[src/design/efr_pkg.sv]
package efr_pkg;

    localparam int HEADER_BYTES = 5;

    localparam logic [7:0] SIZE_MIN = 8'd2;
    localparam logic [7:0] SIZE_MAX = 8'd253;
    localparam logic [7:0] LEN_OFFSET = 8'd2;
    localparam logic [8:0] MOD_FLETCHER = 9'd255;

    localparam logic [7:0] EXPECTED_CODE_RESET = 8'd255;
    localparam logic [7:0] EXPECTED_OPCODE_RESET = 8'd128;
    localparam logic [7:0] MAX_RETRIES_RESET = 8'd10;

    localparam logic [1:0] REG_EXPECTED_CODE = 2'd0;
    localparam logic [1:0] REG_EXPECTED_OPCODE = 2'd1;
    localparam logic [1:0] REG_MAX_RETRIES = 2'd2;

    localparam logic [2:0] ST_MATCH = 3'd0;
    localparam logic [2:0] ST_CHECKSUM_BAD = 3'd1;
    localparam logic [2:0] ST_NOT_REQUESTED = 3'd2;
    localparam logic [2:0] ST_TIMEOUT = 3'd3;
    localparam logic [2:0] ST_BAD_LENGTH = 3'd4;

    localparam logic KIND_DATA = 1'b0;
    localparam logic KIND_VERDICT = 1'b1;

    typedef struct packed {
        logic       en;
        logic [1:0] index;
        logic [7:0] data;
    } cfg_wr_t;

    typedef struct packed {
        logic       kind;
        logic [7:0] data_byte;
        logic [7:0] byte_index;
        logic [2:0] status;
        logic [7:0] event_code;
        logic [7:0] event_opcode;
        logic [7:0] msg_counter;
        logic [7:0] payload_size;
        logic       gave_up;
        logic       last;
    } result_t;

endpackage

[src/design/efr_parser.sv]
module efr_parser (
    input  logic              clk,
    input  logic              rst_n,
    input  logic              accept,
    input  logic [7:0]        byte_value,
    input  logic              timed_out,
    input  efr_pkg::cfg_wr_t  cfg,
    output logic              has_result,
    output efr_pkg::result_t  result
);

    localparam logic PH_HEADER = 1'b0;
    localparam logic PH_PAYLOAD = 1'b1;

    logic [7:0] expected_code_reg;
    logic [7:0] expected_opcode_reg;
    logic [7:0] max_retries_reg;

    logic       phase_reg, phase_next;
    logic [2:0] header_count_reg, header_count_next;
    logic [7:0] code_reg, code_next;
    logic [7:0] opcode_reg, opcode_next;
    logic [7:0] counter_reg, counter_next;
    logic [7:0] size_reg, size_next;
    logic [7:0] payload_pos_reg, payload_pos_next;
    logic [7:0] sum_low_reg, sum_low_next;
    logic [7:0] sum_high_reg, sum_high_next;
    logic [7:0] check_low_reg, check_low_next;
    logic [8:0] attempts_reg, attempts_next;

    logic [8:0] s1;
    logic [8:0] s2;
    logic [7:0] fl_low;
    logic [7:0] fl_high;
    logic [2:0] hc_inc;
    logic [8:0] pos_ext;
    logic [8:0] size_ext;
    logic [8:0] att_inc;
    logic [8:0] att_limit;
    logic       do_verdict;
    logic [2:0] verdict_status;
    logic       give;

    function automatic logic size_ok(input logic [7:0] s);
        size_ok = (s >= efr_pkg::SIZE_MIN) && (s <= efr_pkg::SIZE_MAX);
    endfunction

    // fletcher-16 running sums, mod 255
    always_comb
    begin
        s1 = {1'b0, sum_low_reg} + {1'b0, byte_value};
        if (s1 >= efr_pkg::MOD_FLETCHER)
        begin
            s1 = s1 - efr_pkg::MOD_FLETCHER;
        end
        s2 = {1'b0, sum_high_reg} + s1;
        if (s2 >= efr_pkg::MOD_FLETCHER)
        begin
            s2 = s2 - efr_pkg::MOD_FLETCHER;
        end
        fl_low = s1[7:0];
        fl_high = s2[7:0];
    end

    always_comb
    begin
        phase_next = phase_reg;
        header_count_next = header_count_reg;
        code_next = code_reg;
        opcode_next = opcode_reg;
        counter_next = counter_reg;
        size_next = size_reg;
        payload_pos_next = payload_pos_reg;
        sum_low_next = sum_low_reg;
        sum_high_next = sum_high_reg;
        check_low_next = check_low_reg;
        attempts_next = attempts_reg;
        has_result = 1'b0;
        result = '0;
        do_verdict = 1'b0;
        verdict_status = efr_pkg::ST_MATCH;
        give = 1'b0;
        hc_inc = header_count_reg + 3'd1;
        pos_ext = {1'b0, payload_pos_reg} + 9'd2;
        size_ext = {1'b0, size_reg};
        att_inc = attempts_reg + 9'd1;
        att_limit = {1'b0, max_retries_reg} + 9'd1;

        if (timed_out)
        begin
            do_verdict = 1'b1;
            verdict_status = efr_pkg::ST_TIMEOUT;
        end
        else if (phase_reg != PH_PAYLOAD)
        begin
            sum_low_next = fl_low;
            sum_high_next = fl_high;
            case (header_count_reg)
                3'd1: code_next = byte_value;
                3'd2: size_next = byte_value - efr_pkg::LEN_OFFSET;
                3'd3: opcode_next = byte_value;
                3'd4: counter_next = byte_value;
                default: ;
            endcase
            header_count_next = hc_inc;
            if ({29'd0, hc_inc} >= efr_pkg::HEADER_BYTES)
            begin
                if (!size_ok(size_next))
                begin
                    do_verdict = 1'b1;
                    verdict_status = efr_pkg::ST_BAD_LENGTH;
                end
                else
                begin
                    phase_next = PH_PAYLOAD;
                    payload_pos_next = 8'd0;
                end
            end
        end
        else if (pos_ext < size_ext)
        begin
            has_result = 1'b1;
            result.kind = efr_pkg::KIND_DATA;
            result.data_byte = byte_value;
            result.byte_index = payload_pos_reg;
            result.status = efr_pkg::ST_MATCH;
            result.event_code = code_reg;
            result.event_opcode = opcode_reg;
            result.msg_counter = counter_reg;
            result.payload_size = size_ok(size_reg) ? size_reg : 8'd0;
            result.gave_up = 1'b0;
            result.last = 1'b0;
            sum_low_next = fl_low;
            sum_high_next = fl_high;
            payload_pos_next = payload_pos_reg + 8'd1;
        end
        else if (pos_ext == size_ext)
        begin
            check_low_next = byte_value;
            payload_pos_next = payload_pos_reg + 8'd1;
        end
        else
        begin
            do_verdict = 1'b1;
            if (check_low_reg != sum_low_reg || byte_value != sum_high_reg)
            begin
                verdict_status = efr_pkg::ST_CHECKSUM_BAD;
            end
            else if (code_reg != expected_code_reg || opcode_reg != expected_opcode_reg)
            begin
                verdict_status = efr_pkg::ST_NOT_REQUESTED;
            end
            else
            begin
                verdict_status = efr_pkg::ST_MATCH;
            end
        end

        if (do_verdict)
        begin
            if (verdict_status == efr_pkg::ST_MATCH)
            begin
                attempts_next = 9'd0;
            end
            else if (att_inc >= att_limit)
            begin
                give = 1'b1;
                attempts_next = 9'd0;
            end
            else
            begin
                attempts_next = att_inc;
            end
            has_result = 1'b1;
            result.kind = efr_pkg::KIND_VERDICT;
            result.data_byte = 8'd0;
            result.byte_index = 8'd0;
            result.status = verdict_status;
            result.event_code = code_next;
            result.event_opcode = opcode_next;
            result.msg_counter = counter_next;
            result.payload_size = size_ok(size_next) ? size_next : 8'd0;
            result.gave_up = give;
            result.last = 1'b1;
            // drop the frame and look for a new header
            phase_next = PH_HEADER;
            header_count_next = 3'd0;
            code_next = 8'd0;
            opcode_next = 8'd0;
            counter_next = 8'd0;
            size_next = 8'd0;
            payload_pos_next = 8'd0;
            sum_low_next = 8'd0;
            sum_high_next = 8'd0;
            check_low_next = 8'd0;
        end
    end

    always_ff @(posedge clk or negedge rst_n)
    begin
        if (!rst_n)
        begin
            expected_code_reg <= efr_pkg::EXPECTED_CODE_RESET;
            expected_opcode_reg <= efr_pkg::EXPECTED_OPCODE_RESET;
            max_retries_reg <= efr_pkg::MAX_RETRIES_RESET;
        end
        else if (cfg.en)
        begin
            case (cfg.index)
                efr_pkg::REG_EXPECTED_CODE: expected_code_reg <= cfg.data;
                efr_pkg::REG_EXPECTED_OPCODE: expected_opcode_reg <= cfg.data;
                efr_pkg::REG_MAX_RETRIES: max_retries_reg <= cfg.data;
                default: ;
            endcase
        end
    end

    always_ff @(posedge clk or negedge rst_n)
    begin
        if (!rst_n)
        begin
            phase_reg <= PH_HEADER;
            header_count_reg <= 3'd0;
            code_reg <= 8'd0;
            opcode_reg <= 8'd0;
            counter_reg <= 8'd0;
            size_reg <= 8'd0;
            payload_pos_reg <= 8'd0;
            sum_low_reg <= 8'd0;
            sum_high_reg <= 8'd0;
            check_low_reg <= 8'd0;
            attempts_reg <= 9'd0;
        end
        else if (accept)
        begin
            phase_reg <= phase_next;
            header_count_reg <= header_count_next;
            code_reg <= code_next;
            opcode_reg <= opcode_next;
            counter_reg <= counter_next;
            size_reg <= size_next;
            payload_pos_reg <= payload_pos_next;
            sum_low_reg <= sum_low_next;
            sum_high_reg <= sum_high_next;
            check_low_reg <= check_low_next;
            attempts_reg <= attempts_next;
        end
    end

endmodule

[src/design/efr_out_buf.sv]
module efr_out_buf (
    input  logic              clk,
    input  logic              rst_n,
    input  logic              push,
    input  efr_pkg::result_t  push_data,
    input  logic              out_stall,
    output logic              out_valid,
    output efr_pkg::result_t  out_data,
    output logic              full
);

    logic             main_valid_reg, main_valid_next;
    logic             skid_valid_reg, skid_valid_next;
    efr_pkg::result_t main_data_reg;
    efr_pkg::result_t skid_data_reg;
    logic             pop;
    logic             load_main;
    logic             load_skid;
    logic             main_from_skid;

    assign pop = main_valid_reg && !out_stall;

    always_comb
    begin
        main_valid_next = main_valid_reg;
        skid_valid_next = skid_valid_reg;
        load_main = 1'b0;
        load_skid = 1'b0;
        main_from_skid = 1'b0;
        if (pop || !main_valid_reg)
        begin
            if (skid_valid_reg)
            begin
                load_main = 1'b1;
                main_from_skid = 1'b1;
                main_valid_next = 1'b1;
                skid_valid_next = 1'b0;
            end
            else if (push)
            begin
                load_main = 1'b1;
                main_valid_next = 1'b1;
            end
            else
            begin
                main_valid_next = 1'b0;
            end
        end
        else if (push)
        begin
            load_skid = 1'b1;
            skid_valid_next = 1'b1;
        end
    end

    always_ff @(posedge clk or negedge rst_n)
    begin
        if (!rst_n)
        begin
            main_valid_reg <= 1'b0;
            skid_valid_reg <= 1'b0;
        end
        else
        begin
            main_valid_reg <= main_valid_next;
            skid_valid_reg <= skid_valid_next;
        end
    end

    always_ff @(posedge clk)
    begin
        if (load_main)
        begin
            main_data_reg <= main_from_skid ? skid_data_reg : push_data;
        end
        if (load_skid)
        begin
            skid_data_reg <= push_data;
        end
    end

    assign out_valid = main_valid_reg;
    assign out_data = main_data_reg;
    assign full = skid_valid_reg;

endmodule

[src/design/event_frame_receiver_fletcher_top.sv]
// channel   handshake              request contents
// in        in_valid / in_stall    byte_value, timed_out
// out       out_valid / out_stall  kind, data_byte, byte_index, status, event_code,
//                                  event_opcode, msg_counter, payload_size, gave_up, last
// cfg       cfg_valid / cfg_ready  cfg_index, cfg_data
//
// one input request per cycle while in_stall is low; a result is registered in
// the main register of the output buffer, or first in its skid register when
// the main register holds a stalled result; a two-entry output buffer keeps input
// flowing while one result waits; in_stall rises only when both entries are full
// reset clears the frame parser, the attempt count and the output buffer,
// and loads the register defaults; cfg_ready is always high
module event_frame_receiver_fletcher_top (
    input  logic       clk,
    input  logic       rst_n,
    input  logic       in_valid,
    output logic       in_stall,
    input  logic [7:0] byte_value,
    input  logic       timed_out,
    output logic       out_valid,
    input  logic       out_stall,
    output logic       kind,
    output logic [7:0] data_byte,
    output logic [7:0] byte_index,
    output logic [2:0] status,
    output logic [7:0] event_code,
    output logic [7:0] event_opcode,
    output logic [7:0] msg_counter,
    output logic [7:0] payload_size,
    output logic       gave_up,
    output logic       last,
    input  logic       cfg_valid,
    output logic       cfg_ready,
    input  logic [1:0] cfg_index,
    input  logic [7:0] cfg_data
);

    logic             accept;
    logic             buf_full;
    logic             has_result;
    efr_pkg::result_t result;
    efr_pkg::result_t out_data;
    efr_pkg::cfg_wr_t cfg;

    assign cfg_ready = 1'b1;
    assign cfg.en = cfg_valid && cfg_ready;
    assign cfg.index = cfg_index;
    assign cfg.data = cfg_data;

    assign in_stall = buf_full;
    assign accept = in_valid && !in_stall;

    efr_parser u_parser (
        .clk        (clk),
        .rst_n      (rst_n),
        .accept     (accept),
        .byte_value (byte_value),
        .timed_out  (timed_out),
        .cfg        (cfg),
        .has_result (has_result),
        .result     (result)
    );

    efr_out_buf u_out_buf (
        .clk       (clk),
        .rst_n     (rst_n),
        .push      (accept && has_result),
        .push_data (result),
        .out_stall (out_stall),
        .out_valid (out_valid),
        .out_data  (out_data),
        .full      (buf_full)
    );

    assign kind = out_data.kind;
    assign data_byte = out_data.data_byte;
    assign byte_index = out_data.byte_index;
    assign status = out_data.status;
    assign event_code = out_data.event_code;
    assign event_opcode = out_data.event_opcode;
    assign msg_counter = out_data.msg_counter;
    assign payload_size = out_data.payload_size;
    assign gave_up = out_data.gave_up;
    assign last = out_data.last;

endmodule
[config.mk]
export PLATFORM = sky130hd
export DESIGN_NAME = event_frame_receiver_fletcher_top
export DESIGN_NICKNAME = d
export VERILOG_FILES = /design/src/design/efr_pkg.sv /design/src/design/efr_parser.sv /design/src/design/efr_out_buf.sv /design/src/design/event_frame_receiver_fletcher_top.sv
export SDC_FILE = /design/constraint.sdc
export NUM_CORES = 1
export LEC_CHECK = 0
export ABC_AREA = 1
export BUFFER_PORTS_ARGS = -buffer_cell sky130_fd_sc_hd__clkbuf_2
export CAP_MARGIN = 20
export CORE_MARGIN = 2
export CORE_UTILIZATION = 61
export DETAILED_ROUTE_END_ITERATION = 10
export GPL_TIMING_DRIVEN = 0
export PLACE_DENSITY = 0.8
export REMOVE_ABC_BUFFERS = 1
export SYNTH_ARGS = -nofsm -noshare
export SYNTH_HDL_FRONTEND = slang
export SYNTH_SLANG_ARGS = --single-unit
[constraint.sdc]
create_clock -name clk -period 5.95 [get_ports clk]
set_input_delay 0.2975 -clock clk [delete_from_list [all_inputs] [get_ports clk]]
set_output_delay 0.2975 -clock clk [all_outputs]
set_load 0.02 [all_outputs]
==> impl_metrics.json <==
{
  "status": "finished clean",
  "num_rows": 50,
  "finalSetupViolations": 0,
  "cts_inserted_buffers": 23,
  "whs_ns": 0.0614,
  "initial_utilization_pct": 62.7,
  "grt_first_pass_wirelength_um": 44000,
  "postRouteAntennaNets": 0,
  "powerDensity_mw_per_mm2": 460,
  "final_cell_mix": "nand2_1 (466), inv_1 (152), o21ai_0 (111)",
  "cts_sinks": 209,
  "clockRootBuffer": "clkbuf_16",
  "switching_share_pct": 40.7,
  "synthFlopType": "edfxtp_1",
  "place_congestion": 0.953,
  "rsz0062_at_grt": "false",
  "p_sw_mw": 2.49,
  "critical_path_peak_fanout": 12,
  "die_w_um": 143,
  "reg2reg_from": "u_parser.sum_low_reg[0]",
  "cts.clk_slew.worst_paths_ns": 0.06,
  "drt-vias-per-instance": 5.51,
  "holdPathStages": 3,
  "power.leakage_nw": 6.44,
  "ys_warn_count": 0,
  "hold_viol": 0,
  "layout_commonest_cell": "nand2_1",
  "drive_above_1_share_pct": 12.6,
  "hold_path.class": "in2reg",
  "power_frac_comb_pct": 42.8,
  "final_cell_count_no_fill": 1772,
  "critPathArrivalTime_ns": 5.48,
  "port-buffer-count": 79,
  "finalNetCount": 1567,
  "crit_start": "u_parser.sum_low_reg[0]",
  "timing.fmax_mhz": 196,
  "synth_area_sq_mm": 0.0118,
  "finalMaxSlewViolations": 0,
  "hold_end": "u_parser.max_retries_reg[1]",
  "total_power_mw": 6.11,
  "p_int_mw": 3.62,
  "tightest_slew_ns": 1.02,
  "drt-initial-drc-count": 740,
  "critPathRequiredTime_ns": 6.34,
  "area_growth_pct": 12.3,
  "synth.distinct_cells": 46,
  "yosysSeqAreaShare_pct": 48.8,
  "hp-start": "cfg_data[1]",
  "grt_overflow": 0,
  "clk_latency_ns": 0.51,
  "synthCells": 1426,
  "die_y_um": 143,
  "coreArea_sq_mm": 0.0189,
  "dp_hpwl_um": 18500,
  "dr.pass1.iters": 5,
  "io_pins": 81,
  "cts_tree": "done",
  "design_area_sq_mm": 0.0133,
  "wl_per_cell_um": 15.2,
  "htree_levels": 1,
  "clock_power_share_pct": 23.2,
  "cts-resized-gates": 0,
  "drt-total-wl_um": 27000,
  "vias": 9771,
  "dpl.cell_count": 1728,
  "start_kind": "flip-flop",
  "relSlewSlack_pct": 31.9,
  "cts_setup_buffers": 0,
  "dpl_cell_area_sq_mm": 0.0125,
  "drc_errors": 0,
  "synth-edff-count": 106,
  "clock_path_buffers": 3,
  "ys_ff_latch": 209,
  "fin_crit_ns": 5.10,
  "async_reset_ff_share_pct": 49.3,
  "skew_ns": 0.0198,
  "r2r-end": "u_parser.sum_high_reg[1]",
  "power_frac_seq_pct": 34.0,
  "grt_pass1_vias": 9117,
  "max_cap_violations": 0,
  "post-route-period-util_pct": 85.7,
  "ir_worst_vdd_mv": 0.399,
  "rrSetupSlack_ns": 0.85,
  "grt_usage_pct": 26.7,
  "syn_area_per_cell_sq_um": 8.30,
  "end_kind": "flip-flop",
  "die_area_sq_mm": 0.0205,
  "r2r.worst_path.cells": 23,
  "antenna_found_initial": 0,
  "grt_max_degree": 104,
  "path_class": "reg2reg"
}
-- per-layer routing --
metal	share of wire [%]	vias up	track usage, %
li1	-	4810	-
met1	44	4571	36.5
met2	48	335	45.0
met3	6.4	55	3.67
met4	2.4	0	7.59
met5	0	-	0
-- critical path, stage by stage (launching register included) --
cell and delay (ns):
dfrtp_1 0.41, ha_1 0.26, fa_1 0.54, ha_1 0.19
nand4_1 0.16, nor4_1 0.29, ha_1 0.20, nor2_1 0.06
nand2_1 0.30, xor2_1 0.29, ha_1 0.26, inv_1 0.07
fa_1 0.42, xor2_1 0.21, nor3_1 0.27, nand3_1 0.11
nor2_1 0.18, nand2_1 0.09, nand2_1 0.06, nand2_1 0.17
nand3_2 0.20, nand2_1 0.07, nand3_1 0.07, nand2_1 0.06
-- synthesized netlist by cell type (11+ instances only) --
| cell | number | area, sq um |
|---|---|---|
| nand4_1 | 35 | 219 |
| o21ai_2 | 13 | 114 |
| dfstp_2 | 11 | 289 |
| xor2_1 | 33 | 289 |
| a21oi_1 | 22 | 110 |
| nor2_1 | 77 | 289 |
| nand2_1 | 466 | 1750 |
| inv_1 | 154 | 578 |
| nand3_1 | 91 | 455 |
| o21ai_0 | 111 | 556 |
| dfrtp_1 | 92 | 2300 |
| xnor2_1 | 26 | 228 |
| nand2_2 | 11 | 68.8 |
| edfxtp_1 | 106 | 3180 |
| clkbuf_1 | 24 | 90.1 |
| ha_1 | 47 | 588 |
-- logic make-up (layout without fill, tap and decap cells) --
family	count (synthesis)	in the layout	share of synthesized area [%]
and+or+nand+nor	726	726	26.2
DFF	209	209	48.8
buffers and inverters	207	292	6.90
AOI/OAI and AO/OA	174	174	8.27
xor gates and xnor gates	60	60	4.50
adders and majority gates	49	49	5.30
other	1	2	0.0317
-- final cells by class --
class	count	area, sq um
Clock inverter	11	138
Tap cell	260	325
Antenna cell	1	2.50
Sequential cell	209	5770
Multi-Input combinational cell	1010	5280
Fill cell	1522	5600
Inverter	163	612
Timing Repair Buffer	87	552
Clock buffer	31	616
-- what timing repair did --
action	CTS	global route
endpoints found under the setup margin	0	0
hold buffers	1	0
hold endpoints to repair	92	0
-- how the worst max path moves through the flow --
stage	to	slack, ns
2_1_floorplan	u_out_buf.out_data[10]	-0.36
3_3_place_gp	u_out_buf.out_data[48]	-2.64
3_5_place_dp	u_parser.sum_high_reg[1]	0.69
4_1_cts	u_parser.sum_high_reg[1]	0.84
5_1_grt	u_parser.sum_high_reg[4]	0.31
6_report	u_parser.sum_high_reg[1]	0.85
-- stage by stage --
stage	setup slack, ns	setup TNS (ns)	utilization [%]
2_1_floorplan	-0.360	-19.06	-
3_3_place_gp	-2.64	-266.26	65.4
3_5_place_dp	0.694	0	66.3
4_1_cts	0.841	0	70.4
5_1_grt	0.306	0	70.4
6_report	0.851	0	70.4
-- power groups by stage --
| stage | Combinational [mW] | Clock, mW | Sequential (mW) |
|---|---|---|---|
| after floorplan | 1.82 | 0 | 2.19 |
| after global placement | 2.46 | 0 | 2.11 |
| after CTS | 2.60 | 1.43 | 2.07 |
| after global routing | 2.97 | 1.48 | 2.11 |
| after detailed placement | 2.58 | 0 | 2.10 |
| final | 2.62 | 1.42 | 2.08 |
Power figures use the tool's default switching activity.
